### src/utf8_to_codepoint_decoder_assert.svh
// ----------------------------------------------------------------------------
// UTF-8 decoder assertion macros
// Concurrent assertion macros for the decoder, clocked on i_clk; U2C_ASSERT is
// held off while i_rst_n is low. Defining ASSERT_OFF turns every check into nothing.
// ----------------------------------------------------------------------------
`ifndef UTF8_TO_CODEPOINT_DECODER_ASSERT_SVH
`define UTF8_TO_CODEPOINT_DECODER_ASSERT_SVH

`ifndef ASSERT_OFF

// Checked only while the block is out of reset.
`define U2C_ASSERT(label, prop) \
    label: assert property (@(posedge i_clk) disable iff (!i_rst_n) prop) \
        else $error("u2c assertion failed");

// Checked at every clock edge, reset included.
`define U2C_ASSERT_ALWAYS(label, prop) \
    label: assert property (@(posedge i_clk) prop) \
        else $error("u2c assertion failed");

`else

`define U2C_ASSERT(label, prop)
`define U2C_ASSERT_ALWAYS(label, prop)

`endif

`endif

### src/u2c_pkg.sv
// ----------------------------------------------------------------------------
// u2c_pkg
// Shared types and constants of the UTF-8 to code point decoder.
// ----------------------------------------------------------------------------
`default_nettype none

package u2c_pkg;

    localparam int unsigned CP_W    = 21;
    localparam int unsigned WIDTH_W = 3;
    localparam int unsigned ADDR_W  = 3;
    localparam int unsigned DATA_W  = 32;

    // Register map, by word index.
    localparam logic REG_OUT_WIDTH = 1'b0;

    // Configured storage widths that truncate the code point.
    localparam logic [WIDTH_W-1:0] OUT_W_BYTE = 3'd1;
    localparam logic [WIDTH_W-1:0] OUT_W_HALF = 3'd2;
    localparam logic [WIDTH_W-1:0] OUT_W_FULL = 3'd4;

    // Running storage widths.
    localparam logic [WIDTH_W-1:0] SEEN_ONE  = 3'd1;
    localparam logic [WIDTH_W-1:0] SEEN_TWO  = 3'd2;
    localparam logic [WIDTH_W-1:0] SEEN_FOUR = 3'd4;

    // Lead byte prefixes.
    localparam logic [2:0] LEAD2_PFX = 3'b110;
    localparam logic [3:0] LEAD3_PFX = 4'b1110;
    localparam logic [4:0] LEAD4_PFX = 5'b11110;

    typedef enum logic [1:0] {
        ST_OK       = 2'd0,
        ST_BAD_LEAD = 2'd1,
        ST_END_MID  = 2'd2
    } t_status;

    typedef struct packed {
        logic [7:0] in_byte;
        logic       is_last;
    } t_in_req;

    typedef struct packed {
        logic [CP_W-1:0]    code_point;
        t_status            status;
        logic [WIDTH_W-1:0] width_needed;
        logic               end_of_string;
    } t_out_req;

    typedef struct packed {
        logic [1:0]         bytes_remaining;
        logic [WIDTH_W-1:0] width_seen;
    } t_core_state;

endpackage

`default_nettype wire

### src/u2c_apb_regs.sv
// ----------------------------------------------------------------------------
// u2c_apb_regs
// APB register file holding the output width setting.
// ----------------------------------------------------------------------------
`default_nettype none

module u2c_apb_regs (
    input  wire logic                          i_clk,
    input  wire logic                          i_rst_n,
    input  wire logic                          psel,
    input  wire logic                          penable,
    input  wire logic                          pwrite,
    input  wire logic [u2c_pkg::ADDR_W-1:0]    paddr,
    input  wire logic [u2c_pkg::DATA_W-1:0]    pwdata,
    output logic      [u2c_pkg::DATA_W-1:0]    prdata,
    output logic                               pready,
    output logic      [u2c_pkg::WIDTH_W-1:0]   o_out_width
);

    logic [u2c_pkg::WIDTH_W-1:0] r_out_width;
    logic                        wr_en;

    assign pready = 1'b1;
    assign wr_en  = psel && penable && pwrite && (paddr[2] == u2c_pkg::REG_OUT_WIDTH);

    always_ff @(posedge i_clk) begin
        if (!i_rst_n) begin
            r_out_width <= u2c_pkg::OUT_W_FULL;
        end else if (wr_en) begin
            r_out_width <= pwdata[u2c_pkg::WIDTH_W-1:0];
        end
    end

    always_comb begin
        prdata = '0;
        if (paddr[2] == u2c_pkg::REG_OUT_WIDTH) begin
            prdata = {{(u2c_pkg::DATA_W - u2c_pkg::WIDTH_W){1'b0}}, r_out_width};
        end
    end

    assign o_out_width = r_out_width;

endmodule

`default_nettype wire

### src/u2c_core.sv
// ----------------------------------------------------------------------------
// u2c_core
// Sequence state and single-step decode of one registered byte.
// ----------------------------------------------------------------------------
`default_nettype none

module u2c_core (
    input  wire logic                          i_clk,
    input  wire logic                          i_rst_n,
    input  wire logic                          i_step,
    input  wire u2c_pkg::t_in_req              i_req,
    input  wire logic [u2c_pkg::WIDTH_W-1:0]   i_out_width,
    output logic                               o_emit,
    output u2c_pkg::t_out_req                  o_res,
    output u2c_pkg::t_core_state               o_state
);

    logic [u2c_pkg::CP_W-1:0]    r_partial, n_partial;
    logic [1:0]                  r_rem, n_rem;
    logic [u2c_pkg::WIDTH_W-1:0] r_width, n_width;
    logic [u2c_pkg::CP_W-1:0]    cp;
    logic [u2c_pkg::CP_W-1:0]    cp_kept;
    u2c_pkg::t_status            status;
    logic                        emit;
    logic [u2c_pkg::WIDTH_W-1:0] width_out;
    logic [7:0]                  b;

    assign b = i_req.in_byte;

    always_comb begin
        n_partial = r_partial;
        n_rem     = r_rem;
        n_width   = r_width;
        cp        = '0;
        status    = u2c_pkg::ST_OK;
        emit      = 1'b0;

        if (r_rem == 2'd0) begin
            priority if (b[7] == 1'b0) begin
                cp   = {{(u2c_pkg::CP_W - 8){1'b0}}, b};
                emit = 1'b1;
            end else if (b[7:5] == u2c_pkg::LEAD2_PFX) begin
                n_partial = {{(u2c_pkg::CP_W - 5){1'b0}}, b[4:0]};
                n_rem     = 2'd1;
                if (r_width < u2c_pkg::SEEN_TWO) begin
                    n_width = u2c_pkg::SEEN_TWO;
                end
            end else if (b[7:4] == u2c_pkg::LEAD3_PFX) begin
                n_partial = {{(u2c_pkg::CP_W - 4){1'b0}}, b[3:0]};
                n_rem     = 2'd2;
                if (r_width < u2c_pkg::SEEN_TWO) begin
                    n_width = u2c_pkg::SEEN_TWO;
                end
            end else if (b[7:3] == u2c_pkg::LEAD4_PFX) begin
                n_partial = {{(u2c_pkg::CP_W - 3){1'b0}}, b[2:0]};
                n_rem     = 2'd3;
                n_width   = u2c_pkg::SEEN_FOUR;
            end else begin
                status = u2c_pkg::ST_BAD_LEAD;
                emit   = 1'b1;
            end
        end else begin
            // Continuation byte: its prefix is not checked.
            n_partial = {r_partial[u2c_pkg::CP_W-7:0], b[5:0]};
            n_rem     = r_rem - 2'd1;
            if (n_rem == 2'd0) begin
                cp        = n_partial;
                n_partial = '0;
                emit      = 1'b1;
            end
        end

        if (i_req.is_last && (n_rem != 2'd0)) begin
            status = u2c_pkg::ST_END_MID;
            cp     = '0;
            emit   = 1'b1;
        end

        width_out = n_width;

        // The last byte returns the sequence state to its reset values.
        if (i_req.is_last) begin
            n_partial = '0;
            n_rem     = 2'd0;
            n_width   = u2c_pkg::SEEN_ONE;
        end
    end

    always_comb begin
        unique case (i_out_width)
            u2c_pkg::OUT_W_BYTE: cp_kept = {{(u2c_pkg::CP_W - 8){1'b0}}, cp[7:0]};
            u2c_pkg::OUT_W_HALF: cp_kept = {{(u2c_pkg::CP_W - 16){1'b0}}, cp[15:0]};
            default:             cp_kept = cp;
        endcase
    end

    always_ff @(posedge i_clk) begin
        if (!i_rst_n) begin
            r_partial <= '0;
            r_rem     <= 2'd0;
            r_width   <= u2c_pkg::SEEN_ONE;
        end else if (i_step) begin
            r_partial <= n_partial;
            r_rem     <= n_rem;
            r_width   <= n_width;
        end
    end

    assign o_emit                = emit;
    assign o_res.code_point      = (status == u2c_pkg::ST_OK) ? cp_kept : '0;
    assign o_res.status          = status;
    assign o_res.width_needed    = width_out;
    assign o_res.end_of_string   = i_req.is_last;
    assign o_state.bytes_remaining = r_rem;
    assign o_state.width_seen    = r_width;

endmodule

`default_nettype wire

### src/utf8_to_codepoint_decoder.sv
// ----------------------------------------------------------------------------
// utf8_to_codepoint_decoder
// Streaming UTF-8 decoder. Bytes arrive one per request on the input channel,
// each with a flag that marks the last byte of a string. Every byte first
// lands in an input register; a short decode step then merges it into the
// sequence state and, when a result is due, loads the result register. The
// block takes one byte per cycle unless a full result register is not taken,
// and each result is offered from the result register as soon as the decode
// step has loaded it. The rate is set by the single decode step between the
// input register and the result register, which advances whenever the
// result register is empty or is being emptied. A one-byte character, a
// finished multi-byte sequence, a bad lead byte (status 1, byte dropped) and
// any last byte each give exactly one result; a lead or continuation byte
// that leaves more bytes expected gives none. A last byte that ends a string
// in the middle of a sequence gives status 2. The result carries the running
// storage width of the string (1, 2 or 4 bytes) and, after the last byte, the
// sequence state returns to its reset values. The code point is cut to 8 or
// 16 bits when the out_width_bytes register at address 0 holds 1 or 2, and
// kept whole otherwise; write it only while the block is idle.
// ----------------------------------------------------------------------------
`default_nettype none

`include "utf8_to_codepoint_decoder_assert.svh"

module utf8_to_codepoint_decoder (
    input  wire logic                          i_clk,
    input  wire logic                          i_rst_n,
    // Byte request channel.
    input  wire logic                          i_in_valid,
    output logic                               o_in_ready,
    input  wire u2c_pkg::t_in_req              i_in_req,
    // Code point request channel.
    output logic                               o_out_valid,
    input  wire logic                          i_out_ready,
    output u2c_pkg::t_out_req                  o_out_req,
    // Configuration port.
    input  wire logic                          psel,
    input  wire logic                          penable,
    input  wire logic                          pwrite,
    input  wire logic [u2c_pkg::ADDR_W-1:0]    paddr,
    input  wire logic [u2c_pkg::DATA_W-1:0]    pwdata,
    output logic      [u2c_pkg::DATA_W-1:0]    prdata,
    output logic                               pready
);

    // Input register: one byte request waiting for the decode step.
    logic              r_in_valid;
    u2c_pkg::t_in_req  r_in;

    // Result register: one code point request waiting to be taken.
    logic              r_out_valid;
    u2c_pkg::t_out_req r_out;

    logic                        step;
    logic                        emit;
    u2c_pkg::t_out_req           res;
    u2c_pkg::t_core_state        core_st;
    logic [u2c_pkg::WIDTH_W-1:0] out_width;

    // The decode step runs when a byte is held and the result register has
    // room for whatever it may produce this cycle.
    assign step       = r_in_valid && (!r_out_valid || i_out_ready);
    assign o_in_ready = !r_in_valid || step;

    u2c_apb_regs u_regs (
        .i_clk       (i_clk),
        .i_rst_n     (i_rst_n),
        .psel        (psel),
        .penable     (penable),
        .pwrite      (pwrite),
        .paddr       (paddr),
        .pwdata      (pwdata),
        .prdata      (prdata),
        .pready      (pready),
        .o_out_width (out_width)
    );

    u2c_core u_core (
        .i_clk       (i_clk),
        .i_rst_n     (i_rst_n),
        .i_step      (step),
        .i_req       (r_in),
        .i_out_width (out_width),
        .o_emit      (emit),
        .o_res       (res),
        .o_state     (core_st)
    );

    always_ff @(posedge i_clk) begin
        if (!i_rst_n) begin
            r_in_valid <= 1'b0;
        end else if (o_in_ready) begin
            r_in_valid <= i_in_valid;
        end
    end

    // The payload needs no reset; it only matters while its valid is set.
    always_ff @(posedge i_clk) begin
        if (i_in_valid && o_in_ready) begin
            r_in <= i_in_req;
        end
    end

    always_ff @(posedge i_clk) begin
        if (!i_rst_n) begin
            r_out_valid <= 1'b0;
        end else if (step && emit) begin
            r_out_valid <= 1'b1;
        end else if (i_out_ready) begin
            r_out_valid <= 1'b0;
        end
    end

    always_ff @(posedge i_clk) begin
        if (step && emit) begin
            r_out <= res;
        end
    end

    assign o_out_valid = r_out_valid;
    assign o_out_req   = r_out;

    // A held byte is stalled only by a full result register that is not taken.
    `U2C_ASSERT(a_stall_from_output, r_in_valid && !o_in_ready |-> r_out_valid && !i_out_ready)

    // Every last byte that is decoded produces an end of string result.
    `U2C_ASSERT(a_last_gives_result, step && r_in.is_last |=> r_out_valid && r_out.end_of_string)

    // After the last byte the sequence state is back at its reset values.
    `U2C_ASSERT(a_last_clears_state, step && r_in.is_last |=> core_st == {2'd0, u2c_pkg::SEEN_ONE})

endmodule

`default_nettype wire
### config.mk
export PLATFORM = sky130hd
export DESIGN_NAME = utf8_to_codepoint_decoder
export DESIGN_NICKNAME = d
export VERILOG_FILES = /design/src/u2c_pkg.sv /design/src/u2c_apb_regs.sv /design/src/u2c_core.sv /design/src/utf8_to_codepoint_decoder.sv
export VERILOG_INCLUDE_DIRS = /design/src /design/src/src
export SDC_FILE = /design/constraint.sdc
export NUM_CORES = 1
export LEC_CHECK = 0
export BUFFER_PORTS_ARGS = -buffer_cell sky130_fd_sc_hd__buf_2
export CORE_MARGIN = 2
export CORE_UTILIZATION = 45
export CTS_CLUSTER_SIZE = 10
export DETAILED_ROUTE_END_ITERATION = 8
export PLACE_DENSITY = 0.75
export RECOVER_POWER = 25
export SLEW_MARGIN = 40
export SYNTH_ARGS = -nofsm -noshare
export SYNTH_HDL_FRONTEND = slang
export SYNTH_HIERARCHICAL = 1
export SYNTH_SLANG_ARGS = --single-unit
### constraint.sdc
create_clock -name i_clk -period 3.1 [get_ports i_clk]
set_input_delay 0 -clock i_clk [delete_from_list [all_inputs] [get_ports i_clk]]
set_output_delay 0 -clock i_clk [all_outputs]
set_load 0.03 [all_outputs]
==> results of run 1 <==
==> cell families after synthesis <==
logic type                after synthesis  synth area share (%)
buffers and inverters                  46                  11.9
other                                   2                 0.272
AOI/OAI and AO/OA                      39                  9.60
and+or+nand+nor                        95                  19.6
muxes                                   3                  1.09
DFF                                    61                  57.2
xor gates and xnor gates                1                 0.317
==> what timing repair did <==
action	CTS	global route
hold endpoints to repair	14	0
hold buffers	14	0
gates resized for setup	0	0
==> registers in the layout (all words and copies together) (netlist names) <==
signal,flops
u_regs/o_out_width,3
r_in_valid,1
u_core/r_partial,15
o_out_valid,1
r_in,9
u_core/r_width,3
u_core/r_rem,2
o_out_req,27
==> worst register-to-register path, stage by stage, from the launching register on <==
cell and delay (ns):
edfxtp_1 0.51, and3b_2 0.30, a21oi_1 0.20, or2_2 0.16, nand2_1 0.08, nor2_2 0.08
buf_4 0.32
==> Yosys cell counts (2+ instances only) <==
cell type	number	area, um2
conb_1	2	7.51
clkbuf_1	3	11.3
nand4_1	2	12.5
nand3b_1	2	15.0
and2b_2	3	26.3
or2b_1	2	15.0
buf_6	3	33.8
nand3_1	12	60.1
or2_2	2	12.5
nor2_1	10	37.5
o21ai_0	13	65.1
mux2i_1	3	30.0
a21boi_0	2	15.0
nor2b_1	4	25.0
o31ai_1	2	15.0
nand2_1	27	101
a32o_1	3	30.0
dfxtp_1	25	500
a21oi_1	9	45.0
inv_1	5	18.8
buf_4	32	240
and2_1	20	125
edfxtp_1	36	1080
a21boi_1	2	15.0
==> layout by cell type (no fill, tap or decap), drive strengths merged <==
| master | Yosys | layout |
|---|---|---|
| a32o | 3 | 3 |
| and2 | 20 | 20 |
| nand3 | 13 | 13 |
| nor2b | 5 | 5 |
| a31o | 1 | 1 |
| and4bb | 1 | 1 |
| nor3b | 2 | 2 |
| a21boi | 4 | 4 |
| or2b | 2 | 2 |
| nand2b | 2 | 2 |
| a41oi | 1 | 1 |
| nor4 | 1 | 1 |
| clkinv | 0 | 3 |
| a21o | 1 | 1 |
| or2 | 2 | 2 |
| a21oi | 9 | 9 |
| clkbuf | 4 | 29 |
| and2b | 3 | 3 |
| mux2i | 3 | 3 |
| nand3b | 2 | 2 |
| nand4 | 2 | 2 |
| edfxtp | 36 | 36 |
| dlygate4sd3 | 0 | 14 |
| nand2 | 27 | 27 |
| a31oi | 1 | 1 |
| buf | 37 | 34 |
| o211ai | 1 | 1 |
| o31ai | 2 | 2 |
| inv | 5 | 5 |
| nor2 | 10 | 10 |
| clkinvlp | 0 | 1 |
| dfxtp | 25 | 25 |
| o32ai | 1 | 1 |
| and4b | 1 | 1 |
| o21ai | 14 | 14 |
| o31a | 1 | 1 |
| conb | 2 | 30 |
| and3b | 2 | 2 |
| bufinv | 0 | 1 |
| xnor2 | 1 | 1 |
==> metrics by stage <==
| stage | power (mW) | hold slack, ns | instance area [um2] | setup WS (ns) |
|---|---|---|---|---|
| after CTS | 1.77 | 0.150 | 3240 | 1.10 |
| final | 1.74 | 0.173 | 3220 | 1.10 |
| after global placement | 1.10 | 0.178 | 2920 | 1.14 |
| after detailed placement | 1.11 | 0.178 | 2920 | 1.11 |
| after global routing | 1.83 | 0.161 | 3220 | 1.02 |
| after floorplan | 1.10 | 0.0989 | 2870 | 0.438 |
==> per-layer routing <==
| layer | share of wire [%] | global-route usage, % | vias to the layer above |
|---|---|---|---|
| met4 | 1.5 | 8.00 | 0 |
| li1 | - | - | 926 |
| met5 | 0 | 0 | - |
| met3 | 8.1 | 5.54 | 6 |
| met2 | 47 | 22.3 | 74 |
| met1 | 44 | 19.3 | 851 |
==> area by class of cell <==
class	count	area share (%)
clock buffer	11	4.08
clock inverter	5	1.59
inverter	5	0.583
multi-input combinational	168	29.9
sequential	61	49.1
tap	75	2.91
timing repair buffer	66	11.8
==> worst max path at each step <==
stage | to | from | cells past startpoint
after global routing | o_out_req[7] | r_in[8] | 6
after detailed placement | o_out_req[26] | r_in[8] | 6
after CTS | o_out_req[16] | r_in[8] | 6
after floorplan | o_out_req[0] | r_in[8] | 5
final | o_out_req[7] | r_in[8] | 6
after global placement | o_out_req[17] | r_in[8] | 6
==> power breakdown <==
part	internal, mW	switching (mW)	leakage (nW)	total [mW]
Clock	0.366	0.277	0.0907	0.642
Combinational	0.0525	0.141	0.593	0.193
Sequential	0.889	0.0194	0.545	0.908
Total	1.31	0.437	1.23	1.74
==> metrics.md, run 1 <==
| Metric | Value |
|---|---|
| Status | `complete, no violations` |
| Vias/cell | `approximately 4.7` |
| CTS Sinks | `61` |
| CTS tree | `built` |
| Global-route usage over all layers | `between 10% and 20%` |
| Worst R2R Path Depth | `6` |
| Unrepaired setup endpoints after global routing | `false` |
| DRT Pass-1 Iters | `4` |
| Vias in the first global route | `approximately 1700` |
| Non-Filler Instances | `around 400` |
| Max VDD drop | `0.312 mV` |
| Initial antenna violation count | `0` |
| Root buf cell | `clkbuf_8` |
| Worst slew margin | `54.8%` |
| Pins Over Slew Limit | `0` |
| Fmax | `approximately 500 MHz` |
| Placer Congestion | `between 0.7 and 0.8` |
| Critical-path cell list | `and3b_2 -> a21oi_1 -> or2_2 -> nand2_1 -> nor2_2 -> buf_4` |
| Synth cell types | `47` |
| Cells on Worst Hold Path | `3` |
| EDFF count, synth | `36` |
| Nets@finish | `about 360` |
| Die outline height | `around 80 um` |
| Crit-path leading delay family | `simple AND/OR/NAND/NOR gates` |
| DP HPWL | `approximately 3.2 mm` |
| HP Start | `penable` |
| CP Launch Type | `register` |
| Worst Skew | `0.00443 ns` |
| # IOs | `113` |
| Final hold viol count | `0` |
| CP Class | `reg2reg` |
| Area delta synth->final | `16.6%` |
| Reg clk slew, reported paths | `0.06 ns` |
| Chip width | `about 82 um` |
| Layout cells sized above 1 | `about 20%` |
| Fin util | `~54%` |
| Wire per inst | `11.8 um` |
| MaxCap Viol Count | `0` |
| Clk_lat worst skew | `roughly 0.33 ns` |
| Synthesis warning total | `6` |
| Congestion Overflow GR | `0` |
| R2R Setup Slk | `approximately 1.1 ns` |
| Min-delay worst type | `in2reg` |
| FP Rows | `28` |
| Core ar. | `5920 um2` |
| Worst slew pin tran | `between 0.6 and 0.7 ns` |
| Die ar. | `about 6800 um2` |
| Endpoints failing setup | `0` |
| WP buf/inv | `1` |
| R2R Path End | `o_out_req[7]` |
| Largest net degree at the start of global routing | `33` |
| Port buffer count | `slightly above 50` |
| TritonCTS Buffers | `9` |
| Period Utilization, post-route | `between 60% and 70%` |
| Worst-path fanout max | `27` |
| Asr flop ratio synth | `0%` |
| Drt initial violations | `between 100 and 150` |
| Pwr dens | `between 500 and 600 nW/um2` |
| Slowest CP cell | `edfxtp_1` |
| Setup TNS | `0 ns` |
| H-tree Lvls | `3` |
| Vias | `around 1900` |
| Hold Path Sink | `u_regs/o_out_width[1]` |
| CTS max path bufs | `2` |
| Setup Buffers After CTS | `0` |
| Worst endpoint data arrival time | `2.00 ns` |
| Synth Flop Type | `edfxtp_1` |
| Global-route wire length before repair | `around 7.4 mm` |
| Initial Utilization | `between 40% and 50%` |
| ANT nets after route | `0` |
| Mapped cell area | `approximately 2800 um2` |
| Crit path time final | `roughly 2.0 ns` |
| Crit-path max cell delay | `around 0.5 ns` |
| # DRC | `0` |
| Area occupied by multi-input gates | `approximately 960 um2` |
| FF/Latch Area | `1580 um2` |
| Post-Route WL | `4.60 mm` |
| # fillers | `~550` |
| Mean Syn Cell Area | `~11 um2` |
| Critical Path RT | `just over 3 ns` |
| CP Capture Type | `register` |
| Post-Place Cells | `about 360` |
| Synthesized flop and latch total | `a little over 60` |
| Post-synthesis sequential area ratio | `a little under three fifths` |
| P_leak | `about 1.2 nW` |
| Diode count | `0` |
| Synth Instances | `approximately 250` |
| Worst r2r src | `r_in[8]` |
Note: power is estimated with default switching activity, not from simulation.
==> inputs of run 2 (changes only) <==
--- a/config.mk
+++ b/config.mk
@@ -6,9 +6,10 @@
 export SDC_FILE = /design/constraint.sdc
 export NUM_CORES = 1
 export LEC_CHECK = 0
+export ABC_AREA = 1
 export BUFFER_PORTS_ARGS = -buffer_cell sky130_fd_sc_hd__buf_2
 export CORE_MARGIN = 2
-export CORE_UTILIZATION = 45
+export CORE_UTILIZATION = 43
 export CTS_CLUSTER_SIZE = 10
 export DETAILED_ROUTE_END_ITERATION = 8
 export PLACE_DENSITY = 0.75
==> constraint.sdc (replaced) <==
create_clock -name i_clk -period 1.7 [get_ports i_clk]
set_input_delay 0 -clock i_clk [delete_from_list [all_inputs] [get_ports i_clk]]
set_output_delay 0 -clock i_clk [all_outputs]
set_load 0.03 [all_outputs]
==> metrics.md, run 2 <==
| Metric | Value |
|---|---|
| Min-delay worst type | `in2reg` |
| Synth cell types | `31` |
| TritonCTS Buffers | `9` |
| Largest net degree at the start of global routing | `19` |
| Final hold viol count | `0` |
| Crit path time final | `between 1.5 and 2 ns` |
| Final instance area | `roughly 3600 um2` |
| Clock Power Share | `between 30 and 40%` |
| Max VDD drop | `0.473 mV` |
| Period Utilization, post-route | `110%` |
| Post-synthesis sequential area ratio | `a little under three fifths` |
| Initial Utilization | `between 40% and 50%` |
| Layout cells sized above 1 | `about a quarter` |
| Pins Over Slew Limit | `0` |
| Vias in the first global route | `approximately 2000` |
| # DRC | `0` |
| Diode count | `0` |
| # fillers | `569` |
| CTS max path bufs | `2` |
| Core ar. | `6310 um2` |
| Clk_lat worst skew | `between 0.3 and 0.4 ns` |
| Yosys top cell area share | `between 30% and 40%` |
| Endpoints failing setup | `27` |
| Vias | `~2300` |
| CTS tree | `built` |
| H-tree Lvls | `3` |
| Nets@finish | `roughly 470` |
| Chip width | `~85 um` |
| CP Capture Type | `register` |
| Largest register FFs | `27` |
| Synthesized flop and latch total | `a little over 60` |
| Post-Route WL | `approximately 6.1 mm` |
| FF/Latch Area | `roughly 1600 um2` |
| Placed Instance Area | `3120 um2` |
| FP Rows | `29` |
| R2R Path End | `o_out_req[24]` |
| DP HPWL | `a little under 4 mm` |
| Port buffer count | `between 50 and 60` |
| Most frequent cell after synthesis | `nor2_1` |
| Worst R2R Path Depth | `9` |
| Switching power | `about 900 uW` |
| Combinational cell fraction of total power | `15.8%` |
| Die outline height | `84.6 um` |
| Global-route wire length before repair | `between 8 and 9 mm` |
| Status | `finished, violations left` |
| CTS Sinks | `just over 60` |
| Initial antenna violation count | `0` |
| Wire per inst | `12.2 um` |
| P_leak | `approximately 1.6 nW` |
| Switching share of power | `28.0%` |
| Most frequent cells in the layout | `nand2_1, nor2_1, inv_1` |
| HP Start | `penable` |
| Post-synth top cells | `nor2_1, nand2_1, inv_1, edfxtp_1, buf_4` |
| Area contributors post-synth | `edfxtp_1, dfxtp_1, buf_4` |
| Mean Syn Cell Area | `between 8 and 9 um2` |
| Global-route usage over all layers | `between 10% and 20%` |
| WHS | `~0.018 ns` |
| Critical Path RT | `approximately 1.8 ns` |
| Area occupied by multi-input gates | `936 um2` |
| Synth Flop Type | `edfxtp_1` |
| Worst r2r src | `r_in[7]` |
| Unrepaired setup endpoints after global routing | `true` |
| DRT Pass-1 Iters | `4` |
| Drt initial violations | `between 100 and 150` |
| Vias/cell | `approximately 4.6` |
| EDFF count, synth | `36` |
| Final WS setup | `-0.176 ns` |
| Root buf cell | `clkbuf_8` |
| Seq pwr share | `between 50% and 60%` |
| MaxCap Viol Count | `0` |
| Asr flop ratio synth | `0%` |
| Cell internal pwr | `2.32 mW` |
| Synth Instances | `approximately 320` |
| Synthesis warning total | `6` |
| Worst Skew | `about 0.012 ns` |
| Mapped cell area | `~2800 um2` |
| Placer Congestion | `between 0.9 and 1` |
| Cells on Worst Hold Path | `4` |
| ANT nets after route | `0` |
| Reg clk slew, reported paths | `0.07 ns` |
| Hold Path Sink | `u_regs/o_out_width[2]` |
| Pwr dens | `896 nW/um2` |
| CP Class | `reg2reg` |
| Die ar. | `between 7000 and 8000 um2` |
| Area delta synth->final | `28.5%` |
| R2R Setup Slk | `-0.18 ns` |
| CP Launch Type | `register` |
| # IOs | `about 110` |
| Congestion Overflow GR | `0` |
| Failing checks | `setup timing` |
| Fmax | `between 500 and 600 MHz` |
| Worst endpoint data arrival time | `approximately 1.9 ns` |
| Worst-path fanout max | `8` |
| Yosys top cell by area | `edfxtp_1` |
-- run 2: cell count changes after synthesis, sizes merged, moves of 6 or more --
cell   delta
and2     -20
nand3     +6
inv      +40
o21ai     -9
nand2    +33
nor2     +51
-- run 2: through the flow --
| stage | std cells | utilization, % | power (mW) | TNS, ns | setup WS (ns) |
|---|---|---|---|---|---|
| after floorplan | 346 | - | 2.06 | -10.50 | -0.389 |
| after global placement | 455 | 49.5 | 2.12 | 0 | 0.0260 |
| after detailed placement | 455 | 49.5 | 2.12 | -0.716 | -0.0453 |
| after CTS | 485 | 54.5 | 3.20 | -0.0263 | -0.00854 |
| after global routing | 496 | 56.9 | 3.36 | -5.45 | -0.218 |
| final | 496 | 56.9 | 3.22 | -4.38 | -0.176 |
-- run 2: metal layers --
layer	vias up	global-route usage [%]	routed length, um
met5	-	0	0
met4	0	7.79	174
met3	20	4.33	370
met2	89	25.2	2930
met1	1038	20.0	2590
li1	1134	-	-
-- run 2: layout make-up --
cell class / instances / area share [%]
inverters: 47 / 5.02
well taps: 77 / 2.68
clock buffers: 10 / 3.56
clock inverters: 6 / 0.871
multi-input cells: 202 / 26.1
repair buffers: 93 / 17.7
flip-flops and latches: 61 / 44.1
-- run 2: worst max path at each step --
stage                 start       endpoint  slack [ns]  depth (start not counted)
finish              r_in[7]  o_out_req[24]       -0.18                          9
detailed placement  r_in[7]  o_out_req[21]       -0.05                          8
floorplan           r_in[6]   o_out_req[0]       -0.39                          7
global placement    r_in[7]  o_out_req[13]        0.03                          8
CTS                 r_in[5]  o_out_req[14]      -0.009                          8
global route        r_in[7]  o_out_req[24]       -0.22                          9
-- run 2: critical path, stage by stage (launching register included) --
cell and delay, ns:
edfxtp_1 0.45, nand3_2 0.16, nor2_4 0.05, nor2_2 0.15, nor2_2 0.08, o21ai_2 0.14
inv_2 0.07, nor3_4 0.19, buf_12 0.15, clkbuf_16 0.15
-- run 2: power by group through the flow --
stage / logic (mW) / clock network (mW) / registers [mW]
floorplan: 0.303 / 0 / 1.75
global placement: 0.421 / 0 / 1.69
detailed placement: 0.425 / 0 / 1.70
CTS: 0.455 / 1.07 / 1.67
global route: 0.548 / 1.14 / 1.67
finish: 0.507 / 1.04 / 1.67
-- run 2: logic make-up (layout without fill, tap and decap cells) --
logic type	after synthesis	in the layout	share of synthesized area (%)
AND/OR/NAND/NOR	149	149	22.5
other	2	30	0.269
buffers and inverters	83	156	15.8
flip-flops	61	61	56.6
AO/OA/AOI/OAI	23	23	4.84
-- run 2: repair_timing --
item                                    CTS  global route
pin swaps                                 0             9
gates resized for setup                   4            16
cloned                                    0             2
hold buffers                             14             0
endpoints found under the hold margin    13             0
endpoints found under the setup margin   27            35
buffers inserted                          0            10
==> inputs of run 3 (changes only) <==
--- a/config.mk
+++ b/config.mk
@@ -9,7 +9,7 @@
 export ABC_AREA = 1
 export BUFFER_PORTS_ARGS = -buffer_cell sky130_fd_sc_hd__buf_2
 export CORE_MARGIN = 2
-export CORE_UTILIZATION = 43
+export CORE_UTILIZATION = 45
 export CTS_CLUSTER_SIZE = 10
 export DETAILED_ROUTE_END_ITERATION = 8
 export PLACE_DENSITY = 0.75
==> constraint.sdc (replaced) <==
create_clock -name i_clk -period 1.9 [get_ports i_clk]
set_input_delay 0 -clock i_clk [delete_from_list [all_inputs] [get_ports i_clk]]
set_output_delay 0 -clock i_clk [all_outputs]
set_load 0.03 [all_outputs]
==> metrics.md, run 3 (synthesized netlist as in run 2, its figures left out) <==
| Metric | Value |
|---|---|
| Core ar. | `between 5000 and 6000 um2` |
| H-tree Lvls | `3` |
| CP Launch Type | `register` |
| Met2 routed WL | `roughly 2.8 mm` |
| CTS max path bufs | `2` |
| Port buffer count | `51` |
| Critical-path cell list | `nand2_2 -> a21oi_2 -> nor2_2 -> nor2_1 -> o21ai_1 -> inv_2 -> nor3_4 -> buf_6 -> buf_6` |
| CTS Sinks | `a little over 60` |
| Reg clk slew, reported paths | `around 0.070 ns` |
| Nets@finish | `approximately 460` |
| Crit path time final | `between 1.5 and 2 ns` |
| Met3 Wirelength | `between 300 and 400 um` |
| Root buf cell | `clkbuf_8` |
| Crit-path max cell delay | `0.46 ns` |
| Global-route wire length before repair | `between 8 and 9 mm` |
| Initial Utilization | `46.9%` |
| Post-Place Cells | `approximately 450` |
| Combinational cell fraction of total power | `a little over an eighth` |
| Cell internal pwr | `2.31 mW` |
| # DRC | `0` |
| Commonest non-fill, non-tap cell in the layout | `nor2_1` |
| Largest net degree at the start of global routing | `19` |
| Pins Over Slew Limit | `0` |
| Worst Skew | `0.00651 ns` |
| Slowest CP cell | `edfxtp_1` |
| Fin util | `59.4%` |
| # fillers | `between 500 and 600` |
| Largest register FFs | `27` |
| # IOs | `around 110` |
| Vias | `between 2000 and 2500` |
| Wire per inst | `~12 um` |
| Clk_lat worst skew | `between 0.3 and 0.4 ns` |
| Clock Power Share | `between 30% and 40%` |
| Die ar. | `just under 7000 um2` |
| Vias in the first global route | `approximately 1900` |
| P_leak | `~1.6 nW` |
| Worst-path fanout max | `7` |
| Drt initial violations | `176` |
| ANT nets after route | `0` |
| Max VDD drop | `0.397 mV` |
| Final WS setup | `between 0.03 and 0.04 ns` |
| Pre-CTS WS | `0.0820 ns` |
| FP Rows | `28` |
| Setup TNS | `0 ns` |
| Total power | `3.15 mW` |
| Wl on met1 | `approximately 2.5 mm` |
| Critical Path RT | `just under 2 ns` |
| Area delta synth->final | `26.7%` |
| CTS tree | `built` |
| CP Class | `reg2reg` |
| Post-Route WL | `around 5.7 mm` |
| Status | `complete, no violations` |
| Layout cells sized above 1 | `20.8%` |
| Diode count | `0` |
| DP HPWL | `roughly 3.8 mm` |
| Most used cell, CP | `buf_6` |
| Area occupied by multi-input gates | `~910 um2` |
| TritonCTS Buffers | `9` |
| MaxCap Viol Count | `0` |
| Chip width | `roughly 83 um` |
| CP Capture Type | `register` |
| Seq pwr share | `a little under half` |
| Non-Filler Instances | `488` |
| Most frequent cells in the layout | `nor2_1, nand2_1, inv_1` |
| Min-delay worst type | `in2reg` |
| Initial antenna violation count | `0` |
| Die outline height | `slightly above 80 um` |
| FF/Latch Area | `1580 um2` |
| Congestion Overflow GR | `0` |
| Vias/cell | `4.55` |
| Global-route usage over all layers | `roughly 17%` |
| Switching power | `between 800 and 900 uW` |
| Fmax | `between 500 and 600 MHz` |
| Pwr dens | `around 900 nW/um2` |
| Endpoints failing setup | `0` |
| Placer Congestion | `a little under 0.9` |
| Worst endpoint data arrival time | `around 1.9 ns` |
| Final hold viol count | `0` |
| Max Used Layer | `met4` |
| Period Utilization, post-route | `between 90% and 100%` |
| DRT Pass-1 Iters | `4` |
| Switching share of power | `between 20% and 30%` |
run 3: worst paths after layout:
kind | depth (start not counted) | slack (ns) | endpoint | startpoint
min reg2reg | 2 | 0.47 | u_core/r_width[1] | u_core/r_width[1]
max | 9 | 0.03 | o_out_req[2] | r_in[7]
max reg2reg | 9 | 0.03 | o_out_req[2] | r_in[7]
min | 6 | 0.02 | o_out_valid | i_out_ready
run 3: metal layers:
metal | GRT usage (%) | up-vias
li1 | - | 1125
met1 | 20.7 | 1005
met2 | 27.3 | 80
met5 | 0 | -
met4 | 10.2 | 0
met3 | 4.44 | 10
run 3: power groups by stage:
stage | registers [mW] | clock network, mW | logic [mW]
5_1_grt | 1.50 | 1.31 | 0.463
3_3_place_gp | 1.52 | 0 | 0.360
2_1_floorplan | 1.57 | 0 | 0.271
6_report | 1.49 | 1.23 | 0.422
3_5_place_dp | 1.52 | 0 | 0.365
4_1_cts | 1.49 | 1.26 | 0.390
run 3: final cells by class:
| cell class | instances | area share (%) |
|---|---|---|
| clock inverter | 5 | 1.59 |
| multi-input combinational | 202 | 25.7 |
| clock buffer | 11 | 4.60 |
| timing repair buffer | 87 | 15.8 |
| tap | 75 | 2.65 |
| sequential | 61 | 44.7 |
| inverter | 47 | 4.98 |
run 3: through the flow:
step                      area [um2]  hold WS (ns)
after CTS                       3430      0.000195
after detailed placement        3060         0.179
final                           3540        0.0189
after global placement          3060         0.177
after floorplan                 2910        0.0847
after global routing            3540        0.0226
run 3: critical path, delay by kind of cell, from the launching register on:
family          cells  cell delay (ns)
simple gates        4             0.51
flops               1             0.46
buf+inv             3             0.36
compound gates      2             0.23
run 3: repair_timing:
item                                    CTS  global route
hold buffers                             15             0
endpoints found under the setup margin    0            27
resized for setup                         0            19
hold endpoints to repair                 13             0
setup buffers                             0            10
